**src/hw/rtl/acad_pkg.sv**
```systemverilog
// Shared types and constants for the chunk ADPCM decoder.
// Used by the front parser, the job queue, the sample engine and the top level.
package acad_pkg;

  // Kinds of work that the parser hands to the sample engine.
  typedef enum logic [2:0] {
    JOB_HDR = 3'd0,  // header done: new output size, id flag, level back to mid
    JOB_RAW = 3'd1,  // stored chunk byte, copied as is
    JOB_BIG = 3'd2,  // 5-bit signed delta without clipping
    JOB_REP = 3'd3,  // repeat the running level count+1 times
    JOB_D2  = 3'd4,  // data byte with four 2-bit deltas
    JOB_D4  = 3'd5,  // data byte with two 4-bit deltas
    JOB_LIT = 3'd6   // literal level byte
  } job_kind_t;

  typedef struct packed {
    job_kind_t   kind;
    logic [15:0] arg;    // data byte, repeat count or output size
    logic        id_ok;  // only meaningful for JOB_HDR
  } job_t;

  localparam int JOB_W = $bits(job_t);

  // Command modes in the top two bits of a command byte.
  localparam logic [1:0] MODE_D2  = 2'd0;
  localparam logic [1:0] MODE_D4  = 2'd1;
  localparam logic [1:0] MODE_LIT = 2'd2;
  localparam logic [1:0] MODE_REP = 2'd3;

  localparam logic [31:0] CHUNK_ID    = 32'h0000_DEAF;
  localparam logic [15:0] LEVEL_MID   = 16'd128;
  localparam logic [7:0]  SAMPLE_FLIP = 8'h80;

  function automatic logic signed [4:0] delta2(input logic [1:0] code);
    logic signed [4:0] d;
    case (code)
      2'd0:    d = -5'sd2;
      2'd1:    d = -5'sd1;
      2'd2:    d = 5'sd0;
      default: d = 5'sd1;
    endcase
    return d;
  endfunction

  function automatic logic signed [4:0] delta4(input logic [3:0] code);
    logic signed [4:0] d;
    case (code)
      4'd0:    d = -5'sd9;
      4'd1:    d = -5'sd8;
      4'd2:    d = -5'sd6;
      4'd3:    d = -5'sd5;
      4'd4:    d = -5'sd4;
      4'd5:    d = -5'sd3;
      4'd6:    d = -5'sd2;
      4'd7:    d = -5'sd1;
      4'd8:    d = 5'sd0;
      4'd9:    d = 5'sd1;
      4'd10:   d = 5'sd2;
      4'd11:   d = 5'sd3;
      4'd12:   d = 5'sd4;
      4'd13:   d = 5'sd5;
      4'd14:   d = 5'sd6;
      default: d = 5'sd8;
    endcase
    return d;
  endfunction

endpackage

```
**src/hw/rtl/acad_front.sv**
```systemverilog
// Byte parser: walks chunk headers and payloads and turns bytes into jobs.
// Depends on acad_pkg; feeds acad_queue.
module acad_front (
  input  logic           clk,
  input  logic           rst_n,
  input  logic           in_tvalid,
  input  logic           in_tready,
  input  logic [7:0]     in_byte,
  output logic           push,
  output acad_pkg::job_t push_job
);
  import acad_pkg::*;

  logic [2:0]  hdr_pos_r, hdr_pos_nxt;
  logic [15:0] pay_left_r, pay_left_nxt;
  logic [15:0] out_size_r, out_size_nxt;
  logic        raw_r, raw_nxt;
  logic        id_ok_r, id_ok_nxt;
  logic [1:0]  pend_mode_r, pend_mode_nxt;
  logic [6:0]  pend_cnt_r, pend_cnt_nxt;
  logic        in_pay_r, in_pay_nxt;
  logic        accept;

  assign accept = in_tvalid && in_tready;

  always_comb begin
    hdr_pos_nxt   = hdr_pos_r;
    pay_left_nxt  = pay_left_r;
    out_size_nxt  = out_size_r;
    raw_nxt       = raw_r;
    id_ok_nxt     = id_ok_r;
    pend_mode_nxt = pend_mode_r;
    pend_cnt_nxt  = pend_cnt_r;
    in_pay_nxt    = in_pay_r;
    push          = 1'b0;
    push_job      = '{kind: JOB_RAW, arg: {8'h00, in_byte}, id_ok: 1'b0};
    if (accept) begin
      if (!in_pay_r) begin
        case (hdr_pos_r)
          3'd0:    pay_left_nxt = {8'h00, in_byte};
          3'd1:    pay_left_nxt = {in_byte, pay_left_r[7:0]};
          3'd2:    out_size_nxt = {8'h00, in_byte};
          3'd3:    out_size_nxt = {in_byte, out_size_r[7:0]};
          3'd4:    id_ok_nxt = (in_byte == CHUNK_ID[7:0]);
          3'd5:    id_ok_nxt = id_ok_r && (in_byte == CHUNK_ID[15:8]);
          3'd6:    id_ok_nxt = id_ok_r && (in_byte == CHUNK_ID[23:16]);
          default: id_ok_nxt = id_ok_r && (in_byte == CHUNK_ID[31:24]);
        endcase
        hdr_pos_nxt = hdr_pos_r + 3'd1;
        if (hdr_pos_r == 3'd7) begin
          raw_nxt      = (pay_left_r == out_size_r);
          pend_mode_nxt = MODE_D2;
          pend_cnt_nxt = 7'd0;
          in_pay_nxt   = (pay_left_r != 16'd0);
          push         = 1'b1;
          push_job     = '{kind: JOB_HDR, arg: out_size_r, id_ok: id_ok_nxt};
        end
      end else begin
        pay_left_nxt = pay_left_r - 16'd1;
        if (raw_r) begin
          push = 1'b1;
        end else if (pend_cnt_r == 7'd0) begin
          // Command byte: a big delta or a repeat runs at once, the rest
          // announce data bytes.
          if (in_byte[7:6] == MODE_LIT && in_byte[5]) begin
            push          = 1'b1;
            push_job.kind = JOB_BIG;
          end else if (in_byte[7:6] == MODE_REP) begin
            push          = 1'b1;
            push_job.kind = JOB_REP;
            push_job.arg  = {10'd0, in_byte[5:0]};
          end else begin
            pend_mode_nxt = in_byte[7:6];
            pend_cnt_nxt  = {1'b0, in_byte[5:0]} + 7'd1;
          end
        end else begin
          pend_cnt_nxt = pend_cnt_r - 7'd1;
          push         = 1'b1;
          case (pend_mode_r)
            MODE_D2: push_job.kind = JOB_D2;
            MODE_D4: push_job.kind = JOB_D4;
            default: push_job.kind = JOB_LIT;
          endcase
        end
        // Any data still announced is dropped when the payload runs out.
        if (pay_left_r == 16'd1) begin
          in_pay_nxt   = 1'b0;
          pend_cnt_nxt = 7'd0;
        end
      end
    end
  end

  always_ff @(posedge clk) begin
    if (!rst_n) begin
      hdr_pos_r   <= 3'd0;
      pay_left_r  <= 16'd0;
      out_size_r  <= 16'd0;
      raw_r       <= 1'b0;
      id_ok_r     <= 1'b1;
      pend_mode_r <= MODE_D2;
      pend_cnt_r  <= 7'd0;
      in_pay_r    <= 1'b0;
    end else begin
      hdr_pos_r   <= hdr_pos_nxt;
      pay_left_r  <= pay_left_nxt;
      out_size_r  <= out_size_nxt;
      raw_r       <= raw_nxt;
      id_ok_r     <= id_ok_nxt;
      pend_mode_r <= pend_mode_nxt;
      pend_cnt_r  <= pend_cnt_nxt;
      in_pay_r    <= in_pay_nxt;
    end
  end

endmodule

```
**src/hw/rtl/acad_queue.sv**
```systemverilog
// Small job queue between the parser and the sample engine.
// Depends on acad_pkg for the job type.
module acad_queue #(
  parameter int DEPTH = 4
) (
  input  logic           clk,
  input  logic           rst_n,
  input  logic           push,
  input  acad_pkg::job_t push_job,
  input  logic           pop,
  output logic           full,
  output logic           head_valid,
  output acad_pkg::job_t head_job
);
  import acad_pkg::*;

  localparam int PW = (DEPTH > 1) ? $clog2(DEPTH) : 1;
  localparam int CW = $clog2(DEPTH + 1);
  localparam logic [PW-1:0] LAST_PTR = PW'(DEPTH - 1);
  localparam logic [CW-1:0] DEPTH_CNT = CW'(DEPTH);

  job_t          mem_r [DEPTH];
  logic [PW-1:0] wr_ptr_r, wr_ptr_nxt;
  logic [PW-1:0] rd_ptr_r, rd_ptr_nxt;
  logic [CW-1:0] count_r, count_nxt;
  logic          do_push, do_pop;

  assign full       = (count_r == DEPTH_CNT);
  assign head_valid = (count_r != '0);
  assign head_job   = mem_r[rd_ptr_r];
  assign do_push    = push && !full;
  assign do_pop     = pop && head_valid;

  always_comb begin
    wr_ptr_nxt = wr_ptr_r;
    rd_ptr_nxt = rd_ptr_r;
    count_nxt  = count_r;
    if (do_push) begin
      wr_ptr_nxt = (wr_ptr_r == LAST_PTR) ? '0 : wr_ptr_r + PW'(1);
    end
    if (do_pop) begin
      rd_ptr_nxt = (rd_ptr_r == LAST_PTR) ? '0 : rd_ptr_r + PW'(1);
    end
    if (do_push && !do_pop) begin
      count_nxt = count_r + CW'(1);
    end else if (do_pop && !do_push) begin
      count_nxt = count_r - CW'(1);
    end
  end

  always_ff @(posedge clk) begin
    if (do_push) begin
      mem_r[wr_ptr_r] <= push_job;
    end
  end

  always_ff @(posedge clk) begin
    if (!rst_n) begin
      wr_ptr_r <= '0;
      rd_ptr_r <= '0;
      count_r  <= '0;
    end else begin
      wr_ptr_r <= wr_ptr_nxt;
      rd_ptr_r <= rd_ptr_nxt;
      count_r  <= count_nxt;
    end
  end

endmodule

```
**src/hw/rtl/acad_back.sv**
```systemverilog
// Sample engine: runs one job at a time into an output register, one sample
// step per cycle while not stalled. Depends on acad_pkg; takes jobs from acad_queue.
module acad_back (
  input  logic           clk,
  input  logic           rst_n,
  input  logic           head_valid,
  input  acad_pkg::job_t head_job,
  output logic           pop,
  output logic           out_tvalid,
  input  logic           out_tready,
  output logic [15:0]    out_sample,
  output logic           out_last,
  output logic           out_chunk_end,
  output logic           out_bad_id
);
  import acad_pkg::*;

  logic [15:0] level_r, level_nxt;
  logic [15:0] left_r, left_nxt;
  logic        id_r, id_nxt;
  logic [5:0]  step_r, step_nxt;
  logic        valid_r, valid_nxt;
  logic [15:0] sample_r, sample_nxt;
  logic        last_r, last_nxt;
  logic        cend_r, cend_nxt;
  logic        bad_r, bad_nxt;

  logic              adv, run, final_step, emits;
  logic signed [4:0] delta;
  logic signed [16:0] sum;
  logic [7:0]        s8;
  logic [7:0]        shifted;

  assign adv = !valid_r || out_tready;
  assign run = adv && head_valid;

  always_comb begin
    case (head_job.kind)
      JOB_D2:  final_step = (step_r == 6'd3);
      JOB_D4:  final_step = (step_r == 6'd1);
      JOB_REP: final_step = (step_r == head_job.arg[5:0]);
      default: final_step = 1'b1;
    endcase
  end

  assign pop = run && final_step;

  always_comb begin
    shifted = 8'h00;
    delta   = 5'sd0;
    case (head_job.kind)
      JOB_D2: begin
        shifted = head_job.arg[7:0] >> {step_r[1:0], 1'b0};
        delta   = delta2(shifted[1:0]);
      end
      JOB_D4: begin
        shifted = head_job.arg[7:0] >> {step_r[0], 2'b00};
        delta   = delta4(shifted[3:0]);
      end
      JOB_BIG: delta = head_job.arg[4:0];
      default: delta = 5'sd0;
    endcase
    sum = {level_r[15], level_r} + 17'(delta);
  end

  always_comb begin
    level_nxt  = level_r;
    left_nxt   = left_r;
    id_nxt     = id_r;
    step_nxt   = step_r;
    valid_nxt  = valid_r && !out_tready;
    sample_nxt = sample_r;
    last_nxt   = last_r;
    cend_nxt   = cend_r;
    bad_nxt    = bad_r;
    s8         = level_r[7:0];
    emits      = 1'b0;
    if (run) begin
      step_nxt = final_step ? 6'd0 : step_r + 6'd1;
      emits    = (head_job.kind != JOB_HDR) && (left_r != 16'd0);
      case (head_job.kind)
        JOB_HDR: begin
          level_nxt = LEVEL_MID;
          left_nxt  = head_job.arg;
          id_nxt    = head_job.id_ok;
        end
        JOB_RAW: s8 = head_job.arg[7:0];
        JOB_BIG: begin
          level_nxt = sum[15:0];
          s8        = sum[7:0];
        end
        JOB_LIT: begin
          level_nxt = {8'h00, head_job.arg[7:0]};
          s8        = head_job.arg[7:0];
        end
        JOB_D2, JOB_D4: begin
          // Table deltas clip the signed level to the byte range.
          if (sum[16]) begin
            level_nxt = 16'd0;
          end else if (sum[15:8] != 8'h00) begin
            level_nxt = 16'd255;
          end else begin
            level_nxt = sum[15:0];
          end
          s8 = level_nxt[7:0];
        end
        default: s8 = level_r[7:0];
      endcase
      if (emits) begin
        left_nxt   = left_r - 16'd1;
        valid_nxt  = 1'b1;
        sample_nxt = id_r ? {s8 ^ SAMPLE_FLIP, 8'h00} : 16'h0000;
        cend_nxt   = (left_r == 16'd1);
        last_nxt   = final_step || (left_r == 16'd1);
        bad_nxt    = !id_r;
      end
    end
  end

  always_ff @(posedge clk) begin
    if (!rst_n) begin
      level_r <= LEVEL_MID;
      left_r  <= 16'd0;
      id_r    <= 1'b1;
      step_r  <= 6'd0;
      valid_r <= 1'b0;
    end else begin
      level_r <= level_nxt;
      left_r  <= left_nxt;
      id_r    <= id_nxt;
      step_r  <= step_nxt;
      valid_r <= valid_nxt;
    end
  end

  always_ff @(posedge clk) begin
    sample_r <= sample_nxt;
    last_r   <= last_nxt;
    cend_r   <= cend_nxt;
    bad_r    <= bad_nxt;
  end

  assign out_tvalid    = valid_r;
  assign out_sample    = sample_r;
  assign out_last      = last_r;
  assign out_chunk_end = cend_r;
  assign out_bad_id    = bad_r;

endmodule

```
**src/hw/rtl/aud_chunk_adpcm_decoder_core.sv**
```systemverilog
// Chunk ADPCM decoder: takes a chunk byte stream and returns 16-bit samples.
// Depends on acad_pkg, acad_front, acad_queue and acad_back.
//
// Each chunk is an 8-byte little-endian header (payload size, output size,
// id word 0x0000DEAF) and its payload. The parser takes one byte per cycle
// while its job queue has room; header bytes and command bytes that only
// announce data give no sample. The sample engine makes one sample per
// cycle while its output is not stalled, so a 2-bit delta byte gives four
// samples, a 4-bit delta byte two, a repeat command count+1 (up to 64), and
// any other payload byte one. Samples past the chunk's output size are dropped,
// and a chunk with a wrong id gives zero samples flagged as bad. out_tlast
// marks the last sample caused by one input byte. No clearing pass is needed
// after reset.
module aud_chunk_adpcm_decoder_core #(
  parameter int QUEUE_DEPTH = 4
) (
  input  logic        clk,
  input  logic        rst_n,
  input  logic        in_tvalid,
  output logic        in_tready,
  input  logic [7:0]  in_tdata,   // [7:0] data_byte
  output logic        out_tvalid,
  input  logic        out_tready,
  output logic [15:0] out_tdata,  // [15:0] pcm_sample
  output logic        out_tlast,  // last_of_run
  output logic [1:0]  out_tuser   // [0] chunk_end, [1] bad_id
);
  import acad_pkg::*;

  logic q_full, q_push, q_pop, q_head_valid;
  job_t q_push_job, q_head_job;

  assign in_tready = !q_full;

  acad_front u_front (
    .clk       (clk),
    .rst_n     (rst_n),
    .in_tvalid (in_tvalid),
    .in_tready (in_tready),
    .in_byte   (in_tdata),
    .push      (q_push),
    .push_job  (q_push_job)
  );

  acad_queue #(
    .DEPTH (QUEUE_DEPTH)
  ) u_queue (
    .clk        (clk),
    .rst_n      (rst_n),
    .push       (q_push),
    .push_job   (q_push_job),
    .pop        (q_pop),
    .full       (q_full),
    .head_valid (q_head_valid),
    .head_job   (q_head_job)
  );

  acad_back u_back (
    .clk           (clk),
    .rst_n         (rst_n),
    .head_valid    (q_head_valid),
    .head_job      (q_head_job),
    .pop           (q_pop),
    .out_tvalid    (out_tvalid),
    .out_tready    (out_tready),
    .out_sample    (out_tdata),
    .out_last      (out_tlast),
    .out_chunk_end (out_tuser[0]),
    .out_bad_id    (out_tuser[1])
  );

  // The sample that fills the output size always closes its byte's run.
  a_cend_last: assert property (@(posedge clk) disable iff (!rst_n)
    out_tvalid && out_tuser[0] |-> out_tlast)
    else $error("chunk end without last of run");

  // A chunk with a wrong id never leaks decoded data.
  a_bad_zero: assert property (@(posedge clk) disable iff (!rst_n)
    out_tvalid && out_tuser[1] |-> out_tdata == 16'h0000)
    else $error("bad id sample is not zero");

  // The parser only pushes when it is allowed to take a byte.
  a_push_room: assert property (@(posedge clk) disable iff (!rst_n)
    q_push |-> in_tvalid && !q_full)
    else $error("job pushed into a full queue");

  // Jobs are only retired while the output register can take a sample.
  a_pop_adv: assert property (@(posedge clk) disable iff (!rst_n)
    q_pop |-> q_head_valid && (!out_tvalid || out_tready))
    else $error("job retired while output stalled");

endmodule

```
**config.mk**
```make
export PLATFORM = sky130hd
export DESIGN_NAME = aud_chunk_adpcm_decoder_core
export DESIGN_NICKNAME = d
export VERILOG_FILES = /design/src/hw/rtl/acad_pkg.sv /design/src/hw/rtl/acad_front.sv /design/src/hw/rtl/acad_queue.sv /design/src/hw/rtl/acad_back.sv /design/src/hw/rtl/aud_chunk_adpcm_decoder_core.sv
export SDC_FILE = /design/constraint.sdc
export NUM_CORES = 1
export LEC_CHECK = 0
export BUFFER_PORTS_ARGS = -buffer_cell sky130_fd_sc_hd__buf_2
export CORE_MARGIN = 2
export CORE_UTILIZATION = 65
export DETAILED_ROUTE_END_ITERATION = 8
export HOLD_SLACK_MARGIN = 0.12
export PLACE_DENSITY = 0.83
export SKIP_LAST_GASP = 1
export SYNTH_ARGS = -nofsm -noshare
export SYNTH_HDL_FRONTEND = slang
export SYNTH_SLANG_ARGS = --single-unit
```
**constraint.sdc**
```tcl
create_clock -name clk -period 9.9 [get_ports clk]
set_input_delay 1.485 -clock clk [delete_from_list [all_inputs] [get_ports clk]]
set_output_delay 1.485 -clock clk [all_outputs]
set_load 0.02 [all_outputs]
```
==> run summary, run 1 <==
period utilisation layout: 0.628
EDFF count, synth: 91
Pwr Density: 264 mW/mm^2
slowest stage cell, crit path: dfxtp_1
htree depth: 4
Synth Area in Compound Gates: 0.173
# hold bufs at CTS: 0
largest net degree at the start of global routing: 46
num ports: 33
Post-Syn Area: 0.0105 mm^2
Layout area overhead: 7.23%
DR vias: 8688
CP Max Fanout: 20
Hold Path Stages: 2
antenna violations before repair: 0
FP Rows: 46
Critical Setup Path Class: register to register
Final #Nets: 1155
worst hold path class: register to register
HP Start: u_back.level_r[9]
RePlAce Congestion: 0.960
Simple-Gate Fraction of Synth Area: 0.179
CTS tree: built
Worst Max-Slew Pin Slew: 1.21 ns
Die H: 131 um
combinational family with the most area after synthesis: simple AND/OR/NAND/NOR gates
Synth Area in Adders: 0.0575
die area: 0.0172 mm^2
tightest hold margin: 0.462 ns
Leak: 4.31 nW
postcts setup bufs: 0
vias in the first global route: 7989
Async S/R FF share, synth: 0
mux cell area share after synthesis: 0.0695
Peak Freq: 0.161 GHz
Slew HR: 0.195
DRC: 0
first-pass GRT wire length: 40400 um
R2R cell count: 18
Setup crit end kind: register
Critical Path Source Type: register
RSZ-0062 raised after global routing: false
top_reg_cell synth: dfxtp_1
sequential element share of the synthesized area: 0.444
Post-DRT Antenna Nets: 0
post_cts resized: 0
Wirelength per Cell: 19.1 um
Via density: 6.56
peak supply drop: 0.000143 V
Setup-failing EPs final: 0
worst path arrival time: 6.37 ns
synthesis-stage register bit count: 187
ANT cells: 0
Starting Density: 0.662
GRT Total Usage: 0.304
CP Data Required Time: 10.06 ns
Filler cells: 1133
clk sink count: 187
Core Region: 0.0158 mm^2
HPWL after DPL: 17200 um
final core utilization: 0.710
synthesized instance count: 1105
clock buffer depth: 2
DRT iter0 DRCs: 990
final hold vios: 0
Clk pin slew, worst setup/hold paths: 0.07 ns
Slew Viols, Final: 0
r2r setup slk: 3.69 ns
setup tns final: 0 ns
share of layout cells above drive strength 1: 0.0974
Yosys warnings: 0
Avg Synthesized Cell Area: 9.49 um^2
clk_skew: 0.0110 ns
root cell of the clock tree: clkbuf_16
DIE WIDTH: 131 um
Crit path largest cell delay: 0.92 ns
XOR/XNOR share of the synthesized area: 0.0359
crit path cell chain: mux4_2, mux2i_1, inv_1, ha_1, nor2_1, a211oi_1, a21oi_1, o22ai_1, ha_1, fa_1, a211oi_1, o21ai_0, a221oi_2, mux2i_1, a2111o_1, o21bai_1, a21boi_0, a31oi_1
Tmin final: 6.21 ns
Clk Latency, worst-skew pair: 0.44 ns
max-cap violation count: 0
smallest setup slack after layout: 3.69 ns
port buffer count: 24
Hold Path End: u_back.level_r[9]
pre-CTS WS: 3.72 ns
CTS buffer count: 17
GRT overflow: 0
status: finished, final reports clean
drt total wl: 25300 um
First-pass DRT Iterations: 5
Yosys cell types: 75
R2R Path End: u_back.out_sample[13]
==> worst max path at each step <==
stage                         from                    end  slack, ns  cells after the start
after floorplan           register  u_back.out_sample[13]       4.33                     17
after global placement    register  u_back.out_sample[13]       4.00                     18
after detailed placement  register  u_back.out_sample[14]       3.72                     18
after CTS                 register  u_back.out_sample[14]       3.72                     18
after global routing      register  u_back.out_sample[12]       3.27                     18
final                     register  u_back.out_sample[13]       3.69                     18
==> cell usage after synthesis (21+ instances only) <==
cell,count,area share
o21ai_0,76,0.036
dfxtp_1,96,0.18
ha_1,45,0.054
nand3_1,28,0.013
nor3_1,29,0.014
mux4_2,21,0.045
inv_1,30,0.011
a22oi_1,29,0.021
clkbuf_1,50,0.018
a21oi_1,94,0.045
edfxtp_1,91,0.26
nor2_1,98,0.035
nand2_1,114,0.041
xor2_1,29,0.024
==> stage by stage <==
step / cells / cell area (um^2) / total power [W]
after detailed placement: 1293 / 10700 / 0.00226
after global routing: 1325 / 11200 / 0.00314
after global placement: 1293 / 10700 / 0.00223
after floorplan: 1112 / 10500 / 0.00218
after CTS: 1325 / 11200 / 0.00294
final: 1325 / 11200 / 0.00296
==> logic make-up (layout without fill, tap and decap cells) <==
group / after synthesis / after routing
muxes: 44 / 44
adders and majority gates: 47 / 47
and+or+nand+nor: 385 / 385
buffers and inverters: 100 / 97
xor gates and xnor gates: 43 / 43
other: 1 / 8
AOI/OAI and AO/OA: 298 / 298
DFF: 187 / 187
==> routing by layer <==
metal	wire length, um	track usage	vias up
met2	12300	0.498	463
met5	0	0	-
met1	10200	0.394	4116
met3	1960	0.0472	74
li1	-	-	4035
met4	812	0.151	0
==> where the power goes <==
part	internal (W)	switching, W
combinational	0.000455	0.000825
clock	0.000378	0.000302
sequential	0.000915	0.0000888
==> placed cells by master, fill, tap and decap left out, types with 21 or more instances in the layout <==
master    count
a21oi_1      94
a22oi_1      29
buf_2        24
dfxtp_1      96
edfxtp_1     91
ha_1         45
inv_1        30
mux4_2       21
nand2_1     114
nand3_1      28
nor2_1       98
nor3_1       29
o21ai_0      76
xor2_1       29
==> flip-flops by register name, indices dropped and copies added, names as in the netlist, 2 cells and up, named ones only <==
register / flops
u_queue.mem_r: 80
u_front.pay_left_r: 16
u_front.pend_mode_r: 2
u_front.out_size_r: 16
u_queue.count_r: 3
u_front.hdr_pos_r: 3
u_back.left_r: 16
u_front.pend_cnt_r: 7
u_back.level_r: 16
u_back.out_sample: 8
u_queue.wr_ptr_r: 2
u_queue.rd_ptr_r: 2
u_back.step_r: 6
==> area by class of cell <==
cell class              count  area (um^2)  share of cell area
clock buffers              21          482              0.0429
clock inverters            11          104             0.00924
inverters                  33          124              0.0110
multi-input cells         825         5430               0.483
flip-flops and latches    187         4650               0.414
well taps                 216          270              0.0240
repair buffers             32          180              0.0160
==> critical path: cells and delay by family (launching register included) <==
family | cells | cell delay, ns
AO/OA/AOI/OAI | 10 | 2.71
AND/OR/NAND/NOR | 1 | 0.10
buffers and inverters | 1 | 0.18
multiplexers | 3 | 1.10
adder cells (fa/ha/maj) | 3 | 0.91
flip-flops | 1 | 0.92
(Power assumes the default switching activity.)
==> inputs of run 2 (changes only) <==
--- a/config.mk
+++ b/config.mk
@@ -7,10 +7,10 @@
 export LEC_CHECK = 0
 export BUFFER_PORTS_ARGS = -buffer_cell sky130_fd_sc_hd__buf_2
 export CORE_MARGIN = 2
-export CORE_UTILIZATION = 65
+export CORE_UTILIZATION = 57
 export DETAILED_ROUTE_END_ITERATION = 8
 export HOLD_SLACK_MARGIN = 0.12
-export PLACE_DENSITY = 0.83
+export PLACE_DENSITY = 0.77
 export SKIP_LAST_GASP = 1
 export SYNTH_ARGS = -nofsm -noshare
 export SYNTH_HDL_FRONTEND = slang
==> constraint.sdc (replaced) <==
create_clock -name clk -period 5.31 [get_ports clk]
set_input_delay 0.7965 -clock clk [delete_from_list [all_inputs] [get_ports clk]]
set_output_delay 0.7965 -clock clk [all_outputs]
set_load 0.02 [all_outputs]
==> run 2 against run 1 <==
  * Maximum frequency increased by 24%
  * Combinational power up 60%
  * Critical path depth fell by 2
==> run summary, run 2 (synthesis gave the netlist of run 1 again) <==
HP Start: u_back.level_r[9]
RSZ-0062 raised after global routing: false
CP Data Required Time: 5.45 ns
die area: 0.0195 mm^2
Slew Viols, Final: 0
drt total wl: 25700 um
DRT iter0 DRCs: 947
CP top delay family: compound AO/OA/AOI/OAI gates
Filler cells: 1483
max reg flops: 80
max-cap violation count: 0
pre-CTS WS: 0.0176 ns
clk sink count: 187
GRT Total Usage: 0.266
status: finished, final reports clean
HPWL after DPL: 18000 um
Clk Latency, worst-skew pair: 0.44 ns
Worst Max-Slew Pin Slew: 1.19 ns
Via density: 6.40
leading cell type in the layout, fill and taps excluded: nand2_1
htree depth: 4
Critical Setup Path Class: register to register
Tmin final: 5.00 ns
CP Max Fanout: 20
num ports: 33
placed insts: 1319
Core Region: 0.0180 mm^2
CTS tree: built
worst path arrival time: 5.14 ns
FP Rows: 49
commonest non-fill, non-tap cells in the layout: nand2_1 (114), nor2_1 (98), dfxtp_1 (96)
Critical Path Source Type: register
DIE WIDTH: 140 um
worst path buffer plus inverter count: 2
worst hold path class: register to register
Peak Freq: 0.200 GHz
Starting Density: 0.582
Pwr Density: 455 mW/mm^2
ANT cells: 0
largest net degree at the start of global routing: 51
Clk pin slew, worst setup/hold paths: 0.07 ns
smallest setup slack after layout: 0.309 ns
RePlAce Congestion: 0.945
peak supply drop: 0.000326 V
Layout area overhead: 9.02%
Largest Register: u_queue.mem_r
antenna violations before repair: 0
Slew HR: 0.207
clk_skew: 0.00798 ns
setup tns final: 0 ns
First-pass DRT Iterations: 5
Crit path largest cell delay: 0.62 ns
DR vias: 8661
Setup-failing EPs final: 0
Leak: 4.44 nW
Cell Count, Final, Fillers Out: 1354
Post-DRT Antenna Nets: 0
share of layout cells above drive strength 1: 0.111
GRT overflow: 0
port buffer count: 24
vias in the first global route: 8223
crit path cell chain: buf_12, mux4_2, mux4_2, nor2_1, a21oi_1, o21ai_1, buf_4, ha_1, a21oi_1, o21ai_1, a31o_2, or3_1, a2111o_1, o21bai_4, a21boi_1, a31oi_1
slowest stage cell, crit path: mux4_2
Setup crit end kind: register
tightest hold margin: 0.470 ns
PnR Total Power: 0.00520 W
Wirelength per Cell: 19.0 um
DRC: 0
first-pass GRT wire length: 41500 um
Final #Nets: 1171
clock buffer depth: 2
final hold vios: 0
root cell of the clock tree: clkbuf_16
period utilisation layout: 0.942
Die H: 140 um
CTS buffer count: 17
[run 2: layout make-up]
| type | count | area (um^2) | area share |
|---|---|---|---|
| repair buffers | 48 | 313 | 0.0274 |
| clock inverters | 11 | 159 | 0.0139 |
| multi-input cells | 825 | 5440 | 0.476 |
| clock buffers | 21 | 450 | 0.0394 |
| well taps | 229 | 287 | 0.0251 |
| flip-flops and latches | 187 | 4650 | 0.407 |
| inverters | 33 | 124 | 0.0108 |
[run 2: path summary, 6_finish.rpt]
check                           slack (ns)                     to  depth (start not counted)
worst max-delay path                  0.31  u_back.out_sample[13]                         16
worst min-delay path                  0.47      u_back.level_r[9]                          2
worst max register to register        0.31  u_back.out_sample[13]                         16
worst min register to register        0.47      u_back.level_r[9]                          2
[run 2: metal layers]
layer  vias to the layer above  global-route usage  part of all wire
met3                        75              0.0523             0.064
met2                       382               0.446              0.48
li1                       4068                   -                 -
met4                         0               0.118             0.038
met5                         -                   0                 0
met1                      4136               0.337              0.42
[run 2: through the flow]
step / utilization / cell area (um^2)
finish: 0.634 / 11400
floorplan: - / 10500
global placement: 0.598 / 10800
detailed placement: 0.598 / 10800
global route: 0.634 / 11400
CTS: 0.632 / 11400
[run 2: timing repair]
action                                 in CTS  in global routing
setup endpoints to repair                   0                 16
endpoints found under the hold margin       0                  0
hold buffers                                0                  0
buffers inserted                            0                  3
gates resized for setup                     0                  8
[run 2: power by group]
part	internal [W]	total (W)	switching, W
clock	0.000763	0.00131	0.000552
combinational	0.000765	0.00205	0.00129
sequential	0.00168	0.00183	0.000147
[run 2: worst reg2reg max path, cell delays in order (launching register included)]
cell and delay, ns:
dfxtp_1 0.38, buf_12 0.22, mux4_2 0.62, mux4_2 0.49, nor2_1 0.23, a21oi_1 0.08, o21ai_1 0.14, buf_4 0.23
ha_1 0.32, a21oi_1 0.22, o21ai_1 0.14, a31o_2 0.27, or3_1 0.33, a2111o_1 0.48, o21bai_4 0.20, a21boi_1 0.24
a31oi_1 0.13
==> inputs of run 3 (changes only) <==
--- a/config.mk
+++ b/config.mk
@@ -6,12 +6,13 @@
 export NUM_CORES = 1
 export LEC_CHECK = 0
 export BUFFER_PORTS_ARGS = -buffer_cell sky130_fd_sc_hd__buf_2
+export CELL_PAD_IN_SITES_DETAIL_PLACEMENT = 1
+export CELL_PAD_IN_SITES_GLOBAL_PLACEMENT = 1
 export CORE_MARGIN = 2
-export CORE_UTILIZATION = 57
+export CORE_UTILIZATION = 45
 export DETAILED_ROUTE_END_ITERATION = 8
 export HOLD_SLACK_MARGIN = 0.12
-export PLACE_DENSITY = 0.77
-export SKIP_LAST_GASP = 1
+export PLACE_DENSITY_LB_ADDON = 0.1
 export SYNTH_ARGS = -nofsm -noshare
 export SYNTH_HDL_FRONTEND = slang
 export SYNTH_SLANG_ARGS = --single-unit
==> run 3 against run 2 <==
  * Register-to-register slack lost 0.04 ns
  * Critical path depth is the same
  * Combinational power grew 25%
  * Sequential power grew 3%
  * Utilization shrank 12 points
  * Clock-buffer cell count shrank 4
  * Clock skew grew 0.0059 ns
  * Routed wire length grew 19%
  * Clock power is essentially flat
  * Sequential share of layout area shrank 0.64 points
  * Cell count grew 6.9%
==> run summary, run 3 (synthesis gave the netlist of run 1 again) <==
status: finished, final reports clean
Peak Freq: 0.199 GHz
Critical Setup Path Class: register to register
slowest stage cell, crit path: mux4_2
R2R Path End: u_back.out_sample[12]
Tmin final: 5.04 ns
HP Start: u_back.level_r[9]
crit path cell chain: buf_4, mux4_2, mux4_2, nor2_1, a21oi_1, o21ai_1, buf_12, ha_1, a21oi_1, o21ai_1, a31o_2, or3_1, a2111o_1, o21bai_4, a21boi_1, a31oi_1
RePlAce Congestion: 0.887
first-pass GRT wire length: 49300 um
Leak: 4.44 nW
Core Region: 0.0228 mm^2
leading cell type in the layout, fill and taps excluded: nand2_1
Crit path largest cell delay: 0.65 ns
CTS buffer count: 17
Layout area overhead: 10.8%
worst hold path class: register to register
drt total wl: 30600 um
CP Data Required Time: 5.47 ns
num ports: 33
DRC: 0
Critical Path Source Type: register
Clk pin slew, worst setup/hold paths: 0.08 ns
Hold Path Stages: 2
die area: 0.0245 mm^2
pre-CTS WS: 0.0846 ns
root cell of the clock tree: clkbuf_16
Setup-failing EPs final: 0
Starting Density: 0.460
clk sink count: 187
htree depth: 4
Sw Ratio: 0.419
DRT iter0 DRCs: 488
antenna violations before repair: 0
largest net degree at the start of global routing: 51
GRT Total Usage: 0.260
post_cts resized: 0
Comb pwr share: 0.444
ANT cells: 0
max reg flops: 80
period utilisation layout: 0.948
FP Rows: 55
final core utilization: 0.510
HPWL after DPL: 21900 um
Die H: 157 um
vias in the first global route: 8940
Wirelength per Cell: 21.1 um
Psw: 0.00242 W
worst path arrival time: 5.20 ns
internal power: 0.00336 W
port buffer count: 24
DR vias: 8666
CP Max Fanout: 12
Post-DRT Antenna Nets: 0
sequential share of power: 0.324
# hold bufs at CTS: 0
Final #Nets: 1180
Slew HR: 0.152
Setup crit end kind: register
Largest Register: u_queue.mem_r
Clk pwr share: 0.232
RSZ-0062 raised after global routing: false
setup tns final: 0 ns
r2r setup slk: 0.27 ns
Via density: 5.99
Pwr Density: 498 mW/mm^2
DIE WIDTH: 157 um
CTS tree: built
final hold vios: 0
commonest non-fill, non-tap cells in the layout: nand2_1 (114), nor2_1 (98), dfxtp_1 (96)
postcts setup bufs: 0
Hold Path End: u_back.level_r[9]
share of layout cells above drive strength 1: 0.120
peak supply drop: 0.000211 V
clock buffer depth: 2
First-pass DRT Iterations: 5
Worst Max-Slew Pin Slew: 1.27 ns
max-cap violation count: 0
Clk Latency, worst-skew pair: 0.44 ns
Slew Viols, Final: 0
GRT overflow: 0
clk_skew: 0.0139 ns
smallest setup slack after layout: 0.274 ns
R2R cell count: 16
## run 3: cell types whose count changed in the layout (fill, tap and decap cells not counted), sizes merged
cell	delta
clkinvlp	+2
clkinv	+2
clkbuf	-4
buf	+9
bufinv	-1
inv	+1
## run 3: metal layers
layer  share of wire  up-vias  GRT usage
met3           0.038       43     0.0374
met4           0.021        0     0.0804
li1                -     4073          -
met5               0        -          0
met2            0.51      206      0.461
met1            0.43     4344      0.328
## run 3: power by group through the flow
stage	registers (W)	clock network (W)	logic, W
5_1_grt	0.00190	0.00142	0.00287
4_1_cts	0.00187	0.00137	0.00254
3_5_place_dp	0.00190	0	0.00252
2_1_floorplan	0.00192	0	0.00214
3_3_place_gp	0.00190	0	0.00249
6_report	0.00188	0.00134	0.00257
## run 3: worst max-delay path: cells and delay by family (launching register included)
kind            cells  cell delay [ns]
compound gates      9             2.06
flops               1             0.33
buf+inv             2             0.36
mux                 2             1.15
fa+ha+maj           1             0.30
simple gates        2             0.58
## run 3: how the worst max path moves through the flow
stage	cells after the start	end	slack (ns)	startpoint
final	16	u_back.out_sample[12]	0.27	register
after global routing	16	u_back.out_sample[14]	0.01	register
after CTS	16	u_back.out_sample[12]	0.02	register
after detailed placement	16	u_back.out_sample[12]	0.08	register
after global placement	16	u_back.out_sample[13]	0.26	register
after floorplan	17	u_back.out_sample[13]	0.05	register
## run 3: layout make-up
cell class,count,area [um^2]
inverters,33,124
flip-flops and latches,187,4650
clock buffers,17,425
well taps,313,392
fillers,2621,11200
repair buffers,57,380
clock inverters,15,198
multi-input cells,825,5440
## run 3: through the flow
stage | std cells | hold WS [ns] | total power, W | instance area, um^2
floorplan | 1112 | 0.440 | 0.00406 | 10500
global placement | 1415 | 0.455 | 0.00438 | 11000
detailed placement | 1415 | 0.478 | 0.00442 | 11000
CTS | 1447 | 0.488 | 0.00579 | 11600
global route | 1447 | 0.517 | 0.00619 | 11600
finish | 1447 | 0.485 | 0.00578 | 11600
